===== src/hdl/fgbp_pkg.sv =====
`default_nettype none
package fgbp_pkg;

    // Sizes of the fields and of the flow table.
    localparam int unsigned MAX_GRID_CELLS_DEF = 16384;
    localparam int unsigned COORD_FRAC_BITS    = 16;
    localparam int unsigned COORD_W            = 17;
    localparam int unsigned FLOW_W             = 16;
    localparam int unsigned SIZE_W             = 8;
    localparam int unsigned CELL_W             = 14;
    localparam int unsigned CFG_IDX_W          = 2;
    localparam int unsigned CFG_DATA_W         = 8;

    // Register indexes of the configuration port.
    localparam logic [CFG_IDX_W-1:0] CFG_GRID_WIDTH  = 2'd0;
    localparam logic [CFG_IDX_W-1:0] CFG_GRID_HEIGHT = 2'd1;
    localparam logic [CFG_IDX_W-1:0] CFG_REF_PRESENT = 2'd2;

    // Request codes.
    localparam logic [1:0] REQ_WRITE = 2'd0;
    localparam logic [1:0] REQ_POINT = 2'd1;
    localparam logic [1:0] REQ_BOX   = 2'd2;

    // Sample positions in twentieths of the box, and the point position.
    localparam int unsigned NUM_SAMPLES = 5;
    localparam int unsigned SAMPLE_W    = 3;
    localparam logic [4:0]  POS_POINT   = 5'd20;
    localparam logic [4:0]  POS_FULL    = 5'd20;

    // Sample grid index arithmetic widths.
    localparam int unsigned NUM_W  = 22;
    localparam int unsigned SC_W   = NUM_W + SIZE_W;
    localparam int unsigned T_W    = SC_W - COORD_FRAC_BITS;
    localparam int unsigned RECIP_SHIFT = 20;
    localparam logic [15:0] RecipTwenty = 16'd52429;
    localparam int unsigned RC_W   = T_W + 16;
    localparam logic [SC_W-1:0] HALF_CELL = SC_W'(10) << COORD_FRAC_BITS;

    // Flow sum and divider widths.
    localparam int unsigned ACC_W       = 20;
    localparam int unsigned SHIFT_POINT = COORD_FRAC_BITS - 7;
    localparam int unsigned SHIFT_BOX   = COORD_FRAC_BITS - 10;
    localparam int unsigned DIV_W       = ACC_W + SHIFT_POINT;
    localparam int unsigned OUT_CALC_W  = DIV_W + 1;

    typedef struct packed {
        logic [1:0]               req_type;
        logic [CELL_W-1:0]        cell_index;
        logic signed [FLOW_W-1:0] flow_x;
        logic signed [FLOW_W-1:0] flow_y;
        logic [COORD_W-1:0]       coord_x0;
        logic [COORD_W-1:0]       coord_y0;
        logic [COORD_W-1:0]       coord_x1;
        logic [COORD_W-1:0]       coord_y1;
    } t_in_item;

    typedef struct packed {
        logic [COORD_W-1:0] out_x0;
        logic [COORD_W-1:0] out_y0;
        logic [COORD_W-1:0] out_x1;
        logic [COORD_W-1:0] out_y1;
    } t_out_item;

    typedef enum logic [3:0] {
        ST_IDLE,
        ST_NUM,
        ST_SCALE,
        ST_RECIP,
        ST_ADDR,
        ST_READ,
        ST_ACC,
        ST_DIV_START,
        ST_DIV_WAIT,
        ST_OUT
    } t_state;

    typedef struct packed {
        logic                load_req;
        logic                mem_write;
        logic                step_num;
        logic                step_scale;
        logic                step_recip;
        logic                step_addr;
        logic                step_read;
        logic                step_acc;
        logic                div_start;
        logic                out_load;
        logic [SAMPLE_W-1:0] sample;
    } t_cmd;

    typedef struct packed {
        logic [1:0] in_req;
        logic       in_active;
        logic       is_box;
        logic       div_busy;
        logic       out_free;
    } t_status;

    // Horizontal sample position in twentieths.
    function automatic logic [4:0] sample_ax(input logic [SAMPLE_W-1:0] idx);
        logic [4:0] a;
        unique case (idx)
            3'd1:    a = 5'd7;
            3'd2:    a = 5'd13;
            default: a = 5'd10;
        endcase
        return a;
    endfunction

    // Vertical sample position in twentieths.
    function automatic logic [4:0] sample_ay(input logic [SAMPLE_W-1:0] idx);
        logic [4:0] a;
        unique case (idx)
            3'd3:    a = 5'd7;
            3'd4:    a = 5'd13;
            default: a = 5'd10;
        endcase
        return a;
    endfunction

endpackage
`default_nettype wire


===== src/hdl/fgbp_ctrl.sv =====
`default_nettype none
module fgbp_ctrl (
    input  wire logic             i_clk,
    input  wire logic             i_rst_n,
    input  wire logic             i_in_valid,
    output logic                  o_in_stall,
    input  wire fgbp_pkg::t_status i_status,
    output fgbp_pkg::t_cmd        o_cmd
);
    import fgbp_pkg::*;

    t_state              r_state, n_state;
    logic [SAMPLE_W-1:0] r_sample, n_sample;
    logic                last_sample;

    always_ff @(posedge i_clk) begin
        if (!i_rst_n) begin
            r_state  <= ST_IDLE;
            r_sample <= '0;
        end else begin
            r_state  <= n_state;
            r_sample <= n_sample;
        end
    end

    assign last_sample = i_status.is_box ? (r_sample == SAMPLE_W'(NUM_SAMPLES - 1))
                                         : 1'b1;

    // Next state and commands.
    always_comb begin
        n_state  = r_state;
        n_sample = r_sample;
        o_cmd    = '0;
        o_cmd.sample = r_sample;
        o_in_stall   = (r_state != ST_IDLE);
        unique case (r_state)
            ST_IDLE: begin
                if (i_in_valid) begin
                    n_sample = '0;
                    if (i_status.in_req == REQ_WRITE) begin
                        o_cmd.mem_write = 1'b1;
                    end else if (i_status.in_req == REQ_POINT ||
                                 i_status.in_req == REQ_BOX) begin
                        o_cmd.load_req = 1'b1;
                        n_state = i_status.in_active ? ST_NUM : ST_OUT;
                    end
                end
            end
            ST_NUM:   begin o_cmd.step_num   = 1'b1; n_state = ST_SCALE; end
            ST_SCALE: begin o_cmd.step_scale = 1'b1; n_state = ST_RECIP; end
            ST_RECIP: begin o_cmd.step_recip = 1'b1; n_state = ST_ADDR;  end
            ST_ADDR:  begin o_cmd.step_addr  = 1'b1; n_state = ST_READ;  end
            ST_READ:  begin o_cmd.step_read  = 1'b1; n_state = ST_ACC;   end
            ST_ACC: begin
                o_cmd.step_acc = 1'b1;
                if (last_sample) begin
                    n_state = ST_DIV_START;
                end else begin
                    n_sample = r_sample + 1'b1;
                    n_state  = ST_NUM;
                end
            end
            ST_DIV_START: begin
                o_cmd.div_start = 1'b1;
                n_state = ST_DIV_WAIT;
            end
            ST_DIV_WAIT: begin
                if (!i_status.div_busy) begin
                    n_state = ST_OUT;
                end
            end
            ST_OUT: begin
                if (i_status.out_free) begin
                    o_cmd.out_load = 1'b1;
                    n_state = ST_IDLE;
                end
            end
            default: n_state = ST_IDLE;
        endcase
    end
endmodule
`default_nettype wire


===== config.mk =====
export PLATFORM = sky130hd
export DESIGN_NAME = fgbp_ctrl
export DESIGN_NICKNAME = d
export VERILOG_FILES = /design/src/hdl/fgbp_pkg.sv /design/src/hdl/fgbp_ctrl.sv
export SDC_FILE = /design/constraint.sdc
export NUM_CORES = 1
export LEC_CHECK = 0
export ABC_AREA = 1
export BUFFER_PORTS_ARGS = -buffer_cell sky130_fd_sc_hd__buf_2
export CAP_MARGIN = 40
export CORE_MARGIN = 5
export CORE_UTILIZATION = 26
export CTS_CLUSTER_SIZE = 10
export DETAILED_ROUTE_END_ITERATION = 12
export GPL_TIMING_DRIVEN = 0
export PLACE_DENSITY = 0.52
export SLEW_MARGIN = 20
export SYNTH_ARGS = -nofsm -noshare
export SYNTH_HDL_FRONTEND = slang
export SYNTH_SLANG_ARGS = --single-unit

===== constraint.sdc =====
create_clock -name i_clk -period 1.2 [get_ports i_clk]
set_input_delay 0.06 -clock i_clk [delete_from_list [all_inputs] [get_ports i_clk]]
set_output_delay 0.06 -clock i_clk [all_outputs]
set_load 0.02 [all_outputs]

==> results of run 1 <==
[power groups by stage]
stage                     Combinational [mW]  Clock, mW  Sequential (mW)
after floorplan                        0.771          0            0.408
after global placement                 0.996          0            0.406
after detailed placement                1.00          0            0.410
after CTS                               1.22      0.224            0.432
after global routing                    1.53      0.240            0.454
final                                   1.38      0.213            0.443
[final timing paths]
kind | startpoint | end | slack [ns] | cells past startpoint
worst max register to register | r_state[0] | r_state[3] | -0.03 | 10
worst min-delay path | i_rst_n | r_state[0] | 0.06 | 3
worst max-delay path | r_state[3] | o_cmd[9] | -0.08 | 4
worst min register to register | r_sample[2] | r_sample[2] | 0.53 | 2
[cell type report]
cell class                      instances  share of cell area [%]
Clock buffer                            4                    2.81
Inverter                               20                    8.57
Multi-Input combinational cell         70                    46.9
Timing Repair Buffer                   29                    21.2
Sequential cell                         7                    16.9
Tap cell                               28                    3.75
[critical path: stages, from the launching register on]
cell and delay (ns):
dfxtp_4 0.36, nor2_4 0.20, inv_4 0.08, nor3_4 0.19
buf_6 0.14
[metal layers]
| layer | track usage, % | wire length [µm] | part of all wire, % | up-vias |
|---|---|---|---|---|
| li1 | - | - | - | 369 |
| met1 | 9.73 | 638 | 40 | 327 |
| met2 | 18.5 | 889 | 55 | 15 |
| met3 | 4.98 | 82 | 5.1 | 0 |
| met4 | 0.993 | 0 | 0 | 0 |
| met5 | 0 | 0 | 0 | - |
[stage by stage]
| stage | instances | setup TNS, ns | hold WS [ns] | total power [mW] |
|---|---|---|---|---|
| after floorplan | 97 | -0.406 | 0.180 | 1.18 |
| after global placement | 147 | -0.187 | 0.335 | 1.40 |
| after detailed placement | 147 | -0.186 | 0.331 | 1.41 |
| after CTS | 156 | -0.298 | 0.0542 | 1.88 |
| after global routing | 158 | -1.88 | 0.0580 | 2.22 |
| final | 158 | -0.498 | 0.0586 | 2.04 |
[synth_stat cells]
cell type	instances
nand3_1	6
nand3_2	2
inv_2	3
nor2_2	4
nand2_4	1
dfxtp_1	7
nor4_1	1
nor2_4	2
nor2_1	15
nor3_1	5
inv_1	17
nand2_2	2
ha_1	3
a21oi_1	1
o21ai_0	1
nand4_1	4
nand2_1	23
[sequential cells by signal, summed over array words and instances, names as in the netlist]
register / count
r_state: 4
r_sample: 3
[cell families after synthesis]
family / after synthesis / share of synthesized area, %
AND/OR/NAND/NOR: 65 / 54.9
buffers and inverters: 20 / 12.9
flip-flops: 7 / 24.0
adder cells (fa/ha/maj): 3 / 6.44
AO/OA/AOI/OAI: 2 / 1.72
[repair_timing]
action | 4_1_cts | 5_1_grt
pin swaps | 3 | 3
gates resized for setup | 25 | 16
buffers inserted | 5 | 2
endpoints found under the setup margin | 18 | 18
[placed cells by master (no fill, tap or decap)]
master and instances:
nand2_1 19, inv_1 14, buf_2 14, nor2_1 12, buf_4 11, nor2_4 6
nand2_2 6, inv_2 4, nand3_1 4, nand3_2 4, nand4_1 4, buf_6 4
dfxtp_4 4, nor2_2 3, nor3_1 3, ha_1 3, clkbuf_4 3, inv_4 2
dfxtp_2 2, nor3_2 1, nor3_4 1, nor4_2 1, nand2_4 1, o21ai_0 1
a21oi_1 1, clkbuf_1 1, dfxtp_1 1
==> results.toml, run 1 <==
[outcome]
outcome = "finished, violations left"
violations = "negative setup slack"

[yosys]
ys_seq_area_share_pct = 24.0
synth_area_leader_cell = "dfxtp_1"
yosys_warnings = 0
synthTopCellsByArea = "dfxtp_1 (24%), nand2_1 (15%), inv_1 (11%), nor2_1 (9.7%), ha_1 (6.4%)"
synth_top_area_share_pct = 24.0
syn_area_per_cell_um2 = 6.01
ys_types = 17
syn_inst = 97
synth.cell_area_um2 = 583
ys_seq_elements = 7
syn_nets = 109

[drt]
drt_wl_total_um = 1610
drt_iter0_drc = 1
firstDrtPassIters = 2
vias_per_cell = 4.50
drtAntennaViolNets = 0
post_drt_wl_per_cell_um = 10.2
drc_errors = 0
vias = 711

[sta]
finalWorstSetupSlack_ns = -0.0787
max_slew_margin_pct = 85.7
clock_skew_ns = 0.00113
drv_slew = 0
fmax_mhz = 782
period_share_pct = 107
fin_crit_ns = 1.28
hold_viol_final = 0
setup_viol = 10
worstMarginPinSlew_ns = 0.214
rsz0062_at_grt = "yes"

[critical_path]
critPathMaxFanout = 5
crit_type = "flip-flop to primary output"
end_kind = "primary output"
start_kind = "flip-flop"
worstPathArrival_ns = 1.22
required_ns = 1.14

[placed_design]
port_buffers = 22
dpl.hpwl_um = 1220
pre_cts_slack_ns = -0.0397
place_area_um2 = 737
place.gp.congestion = 0.819

[floorplanning]
die_area_um2 = 3290
start_util_pct = 26.9
die_w_um = 57.4
dieHeight_um = 57.4
core-area_um2 = 2170
io_pins = 23
row_count = 17

[power]
power_frac_clock_pct = 10.5
p_sw_share_pct = 49.5
vdd.ir_drop.worst_uv = 1030
p_int_mw = 1.03
p_switching_mw = 1.01
sequentialPowerShare_pct = 21.8
p_per_area_nw_per_um2 = 2180
p_leak_nw = 0.492
combPwrFrac_pct = 67.8

[cells_and_area]
layout-drive-gt1-share_pct = 51.5
post-route-cell-area_um2 = 935
num_antenna_cells = 0
fin_nets = 143
fillers = 247
area_growth_pct = 60.3
seqCellArea_um2 = 158
multiInputGateArea_um2 = 438
fin_util_pct = 43.1

[grt]
grt_max_degree = 7
grt_pass1_wl_um = 2550
grt.total_usage_pct = 9.78
antenna_found_initial = 0
overflow = 0
grt_pass1_vias = 656

[cts]
cts-buffers-inserted = 3
clk_latency_ns = 0.25
clkTransAtPathRegs_ns = 0.05
clockBufferDepth = 2
htreeDepth = 1
clkSinkCount = 7
cts_hold_buf = 0
clock-root-buffer = "clkbuf_4"
cts_tree = "done"

[run]
max_cap_viol_count = 0

[hold_path]
min_path_type = "primary input to flip-flop"
Note: power is estimated with default switching activity, not from simulation.
==> run 2, diff against run 1 <==
--- a/config.mk
+++ b/config.mk
@@ -14,6 +14,7 @@
 export DETAILED_ROUTE_END_ITERATION = 12
 export GPL_TIMING_DRIVEN = 0
 export PLACE_DENSITY = 0.52
+export REMOVE_ABC_BUFFERS = 1
 export SLEW_MARGIN = 20
 export SYNTH_ARGS = -nofsm -noshare
 export SYNTH_HDL_FRONTEND = slang
==> run 2 against run 1 <==
The run still ends with negative setup slack left. Critical path type unchanged. Sequential cell count unchanged. Cell count up 1.3%. Clock power about the same. Combinational power grew 7%. Hold slack better by 0.0062 ns.
==> results.toml, run 2 (synthesized netlist as in run 1, its figures left out) <==
[floorplanning]
core-area_um2 = 2170
io_pins = 23
die_w_um = 57.4
row_count = 17
start_util_pct = 26.9
dieHeight_um = 57.4
die_area_um2 = 3290

[placed_design]
dpl.hpwl_um = 1170
pre_cts_slack_ns = -0.111
place.gp.congestion = 0.803
port_buffers = 22

[cts]
clock-root-buffer = "clkbuf_4"
clkSinkCount = 7
clockBufferDepth = 2
cts_hold_buf = 0
clkTransAtPathRegs_ns = 0.05
cts_tree = "done"
cts-buffers-inserted = 3
htreeDepth = 1
clk_latency_ns = 0.25

[sta]
period_share_pct = 107
clock_skew_ns = 0.00298
max_slew_margin_pct = 84.5
finalWorstSetupSlack_ns = -0.0836
worstMarginPinSlew_ns = 0.232
setup_viol = 10
rsz0062_at_grt = "yes"
fmax_mhz = 779
hold_viol_final = 0
fin_crit_ns = 1.28
drv_slew = 0

[hold_path]
min_path_type = "primary input to flip-flop"
hold_end = "r_state[3]"
min-delay-start = "i_rst_n"
hold_depth = 3

[drt]
firstDrtPassIters = 3
vias_per_cell = 4.44
post_drt_wl_per_cell_um = 10.7
vias = 711
drtAntennaViolNets = 0
drt_iter0_drc = 13
drt_wl_total_um = 1710
drc_errors = 0

[power]
power_frac_clock_pct = 10.1
p_per_area_nw_per_um2 = 2170
p_switching_mw = 1.06
combPwrFrac_pct = 69.0
sequentialPowerShare_pct = 20.8
p_leak_nw = 0.517
p_int_mw = 1.07
vdd.ir_drop.worst_uv = 1030
p_sw_share_pct = 49.7

[cells_and_area]
area_growth_pct = 68.5
layout-drive-gt1-share_pct = 53.0
mostFrequentLayoutCells = "nand2_1 (21), nor2_1 (13), buf_2 (13)"
num_antenna_cells = 0
largestRegisters = "r_state x4, r_sample x3"
fin_util_pct = 45.3
fin_nets = 145
largest-register = "r_state"
largest_reg_flops = 4
mostFrequentLayoutCell = "nand2_1"

[grt]
overflow = 0
grt.total_usage_pct = 10.2
antenna_found_initial = 0
grt_max_degree = 7
grt_pass1_vias = 657
grt_pass1_wl_um = 2630

[outcome]
outcome = "finished, violations left"
violations = "negative setup slack"

[critical_path]
r2r-end = "r_sample[1]"
start_kind = "flip-flop"
end_kind = "primary output"
r2r_start = "r_state[0]"
critPathMaxFanout = 5
reg2regPathDepth = 8
crit_type = "flip-flop to primary output"
worstPathArrival_ns = 1.22
required_ns = 1.14
r2r_slack_ns = -0.01

[run]
max_cap_viol_count = 0
-- run 2: worst max path at each step --
stage	from	endpoint	slack (ns)	cells past startpoint
CTS	r_state[2]	o_cmd[9]	-0.08	4
floorplan	r_state[0]	o_cmd[3]	-0.23	4
detailed placement	r_sample[0]	r_state[2]	-0.11	8
global route	r_state[2]	o_cmd[6]	-0.14	5
global placement	r_state[0]	o_cmd[3]	-0.10	5
finish	r_state[2]	o_cmd[6]	-0.08	5
-- run 2: per-stage QoR --
stage               hold WS (ns)  power, mW  setup TNS [ns]  std cells  area, µm²
global placement           0.336       1.39          -0.357        147        728
detailed placement         0.332       1.40          -0.397        147        728
global route              0.0637       2.31           -1.67        160        982
CTS                       0.0621       1.91          -0.428        156        887
finish                    0.0648       2.13          -0.519        160        982
floorplan                  0.180       1.17          -0.826         97        583
-- run 2: timing repair --
action / CTS / global route
endpoints found under the setup margin: 18 / 17
setup buffers: 5 / 4
pin swaps: 5 / 6
gates resized for setup: 34 / 18
-- run 2: area by class of cell --
cell class	instances	area, µm²
inverter	20	82.6
sequential	7	158
multi-input combinational	70	458
clock buffer	4	26.3
timing repair buffer	31	223
tap	28	35.0
fill	229	1190
-- run 2: layer usage --
metal  vias up  GRT usage (%)  part of all wire (%)  wire [µm]
li1        371              -                     -          -
met1       325           10.7                    38        655
met2        15           18.7                    57        970
met3         0           4.30                   5.1         87
met4         0           1.99                     0          0
met5         -              0                     0          0
-- run 2: critical path: stages, from the launching register on --
cell and delay [ns]:
dfxtp_4 0.39, inv_4 0.04, nor2_4 0.20, nand2_1 0.13
inv_1 0.06, buf_2 0.15
-- run 2: power groups by stage --
stage,Combinational (mW),Sequential (mW),Clock [mW]
after floorplan,0.765,0.404,0
after global placement,0.991,0.403,0
after detailed placement,0.993,0.402,0
after CTS,1.27,0.423,0.220
after global routing,1.61,0.458,0.236
final,1.47,0.443,0.216
==> run 3, diff against run 2 <==
==> constraint.sdc (replaced) <==
create_clock -name i_clk -period 1.2 [get_ports i_clk]
set_input_delay 0.18 -clock i_clk [delete_from_list [all_inputs] [get_ports i_clk]]
set_output_delay 0.18 -clock i_clk [all_outputs]
set_load 0.02 [all_outputs]
==> run 3 against run 2 <==
The run still ends with negative setup slack left. Maximum frequency is 8.2% lower. Clock power hardly changed. Utilization is 12 points higher. Combinational power is 41% higher. Critical endpoint is now o_cmd[9].
==> results.toml, run 3 (synthesized netlist as in run 1, its figures left out) <==
[power]
p_int_mw = 1.43
sequentialPowerShare_pct = 16.2
vdd.ir_drop.worst_uv = 1180
combPwrFrac_pct = 76.0
p_leak_nw = 0.627
power_frac_clock_pct = 7.8
p_per_area_nw_per_um2 = 2180
p_sw_share_pct = 47.5
p_switching_mw = 1.30

[floorplanning]
die_w_um = 57.4
die_area_um2 = 3290
dieHeight_um = 57.4
row_count = 17
core-area_um2 = 2170
start_util_pct = 26.9
io_pins = 23

[cells_and_area]
multiInputGateArea_um2 = 559
post-route-cell-area_um2 = 1250
largest_reg_flops = 4
largest-register = "r_state"
layout-drive-gt1-share_pct = 65.3
fin_nets = 160
largestRegisters = "r_state x4, r_sample x3"
layout.cells.non_filler = 175
fillers = 199
mostFrequentLayoutCells = "nand2_1 (17), buf_4 (17), buf_6 (16)"
num_antenna_cells = 0
area_growth_pct = 114
seqCellArea_um2 = 158

[critical_path]
crit_type = "flip-flop to primary output"
critPathMaxFanout = 4
r2r_slack_ns = -0.10
worstPathArrival_ns = 1.22
critPathLaunch = "r_state[3]"
r2r_start = "r_state[1]"
start_kind = "flip-flop"
cp-endpoint = "o_cmd[9]"
required_ns = 1.02
end_kind = "primary output"
reg2regPathDepth = 9
path_buf_inv = 2
critPathMaxStageDelay_ns = 0.36
crit_path_top_delay_cell = "dfxtp_4"
path_delay_family = "simple AND/OR/NAND/NOR gates"
crit_chain = "nor2_4 > inv_4 > nor3_4 > buf_6"
cp.depth = 4
r2r-end = "r_sample[1]"

[outcome]
outcome = "finished, violations left"
violations = "negative setup slack"

[grt]
overflow = 0
antenna_found_initial = 0
use_met2_pct = 21.1
grt_util_met1_pct = 12.3
grt.total_usage_pct = 11.5
grt_pass1_wl_um = 2990
use_met3_pct = 4.30
grt-busiest-layer = "met2"
grt_max_degree = 6
grt_pass1_vias = 711

[drt]
vias_per_cell = 4.41
post_drt_wl_per_cell_um = 12.0
vias = 772
firstDrtPassIters = 4
drtAntennaViolNets = 0
drt_wl_total_um = 2110
drt_iter0_drc = 3
drc_errors = 0

[cts]
clkTransAtPathRegs_ns = 0.05
htreeDepth = 1
clock-root-buffer = "clkbuf_4"
clockBufferDepth = 2
cts_tree = "done"
cts_hold_buf = 0
clkSinkCount = 7
clk_latency_ns = 0.25
cts-buffers-inserted = 3

[sta]
drv_slew = 0
fin_crit_ns = 1.40
worstMarginPinSlew_ns = 0.317
max_slew_margin_pct = 78.8
setup_viol = 16
clock_skew_ns = 0.00153
hold_viol_final = 0
finalWorstSetupSlack_ns = -0.198
fmax_mhz = 715
period_share_pct = 117
rsz0062_at_grt = "yes"

[placed_design]
placed_cells = 147
dpl.hpwl_um = 1170
place.gp.congestion = 0.803
place_area_um2 = 728
port_buffers = 22

[hold_path]
min_path_type = "primary input to flip-flop"

[run]
max_cap_viol_count = 0
==> run 3: worst min-delay path: cells and delay by family <==
family                 cells  cell delay, ns
buffers and inverters      1            0.13
AND/OR/NAND/NOR            2            0.09
==> run 3: power groups by stage <==
| stage | sequential [mW] | combinational (mW) | clock, mW |
|---|---|---|---|
| 2_1_floorplan | 0.404 | 0.765 | 0 |
| 6_report | 0.441 | 2.07 | 0.214 |
| 5_1_grt | 0.448 | 2.24 | 0.241 |
| 3_5_place_dp | 0.402 | 0.993 | 0 |
| 4_1_cts | 0.429 | 1.60 | 0.220 |
| 3_3_place_gp | 0.403 | 0.991 | 0 |
==> run 3: worst min path at each step <==
stage / from / to / slack [ns] / cells after the start
finish: i_rst_n / r_state[3] / 0.19 / 3
global route: i_rst_n / r_state[0] / 0.18 / 3
CTS: i_rst_n / r_state[3] / 0.18 / 3
detailed placement: i_rst_n / r_state[0] / 0.45 / 3
global placement: i_rst_n / r_state[0] / 0.46 / 3
floorplan: i_rst_n / r_state[0] / 0.30 / 2
==> run 3: per-layer routing <==
layer,wire [µm],up-vias,share of wire (%)
li1,-,402,-
met1,806,355,38
met2,1210,15,58
met3,87,0,4.1
met4,0,0,0
met5,0,-,0
==> run 3: timing repair <==
action	CTS	global route
pin swaps	20	18
gates resized for setup	51	33
setup buffers	15	9
endpoints found under the setup margin	18	18
==> run 3: cell type report <==
type | count | share of cell area (%)
tap | 28 | 2.81
inverter | 20 | 6.61
clock buffer | 4 | 2.10
timing repair buffer | 46 | 31.1
multi-input combinational | 70 | 44.8
sequential | 7 | 12.6
==> run 3: stage by stage <==
step                setup slack (ns)  setup TNS [ns]  util, %  total power [mW]  hold slack [ns]
floorplan                     -0.350           -1.19        -              1.17            0.300
global placement              -0.222          -0.788     33.6              1.39            0.456
detailed placement            -0.174          -0.845     33.6              1.40            0.452
CTS                           -0.192           -1.68     47.6              2.25            0.183
global route                  -0.248           -3.13     57.6              2.93            0.181
finish                        -0.198           -2.03     57.6              2.73            0.186
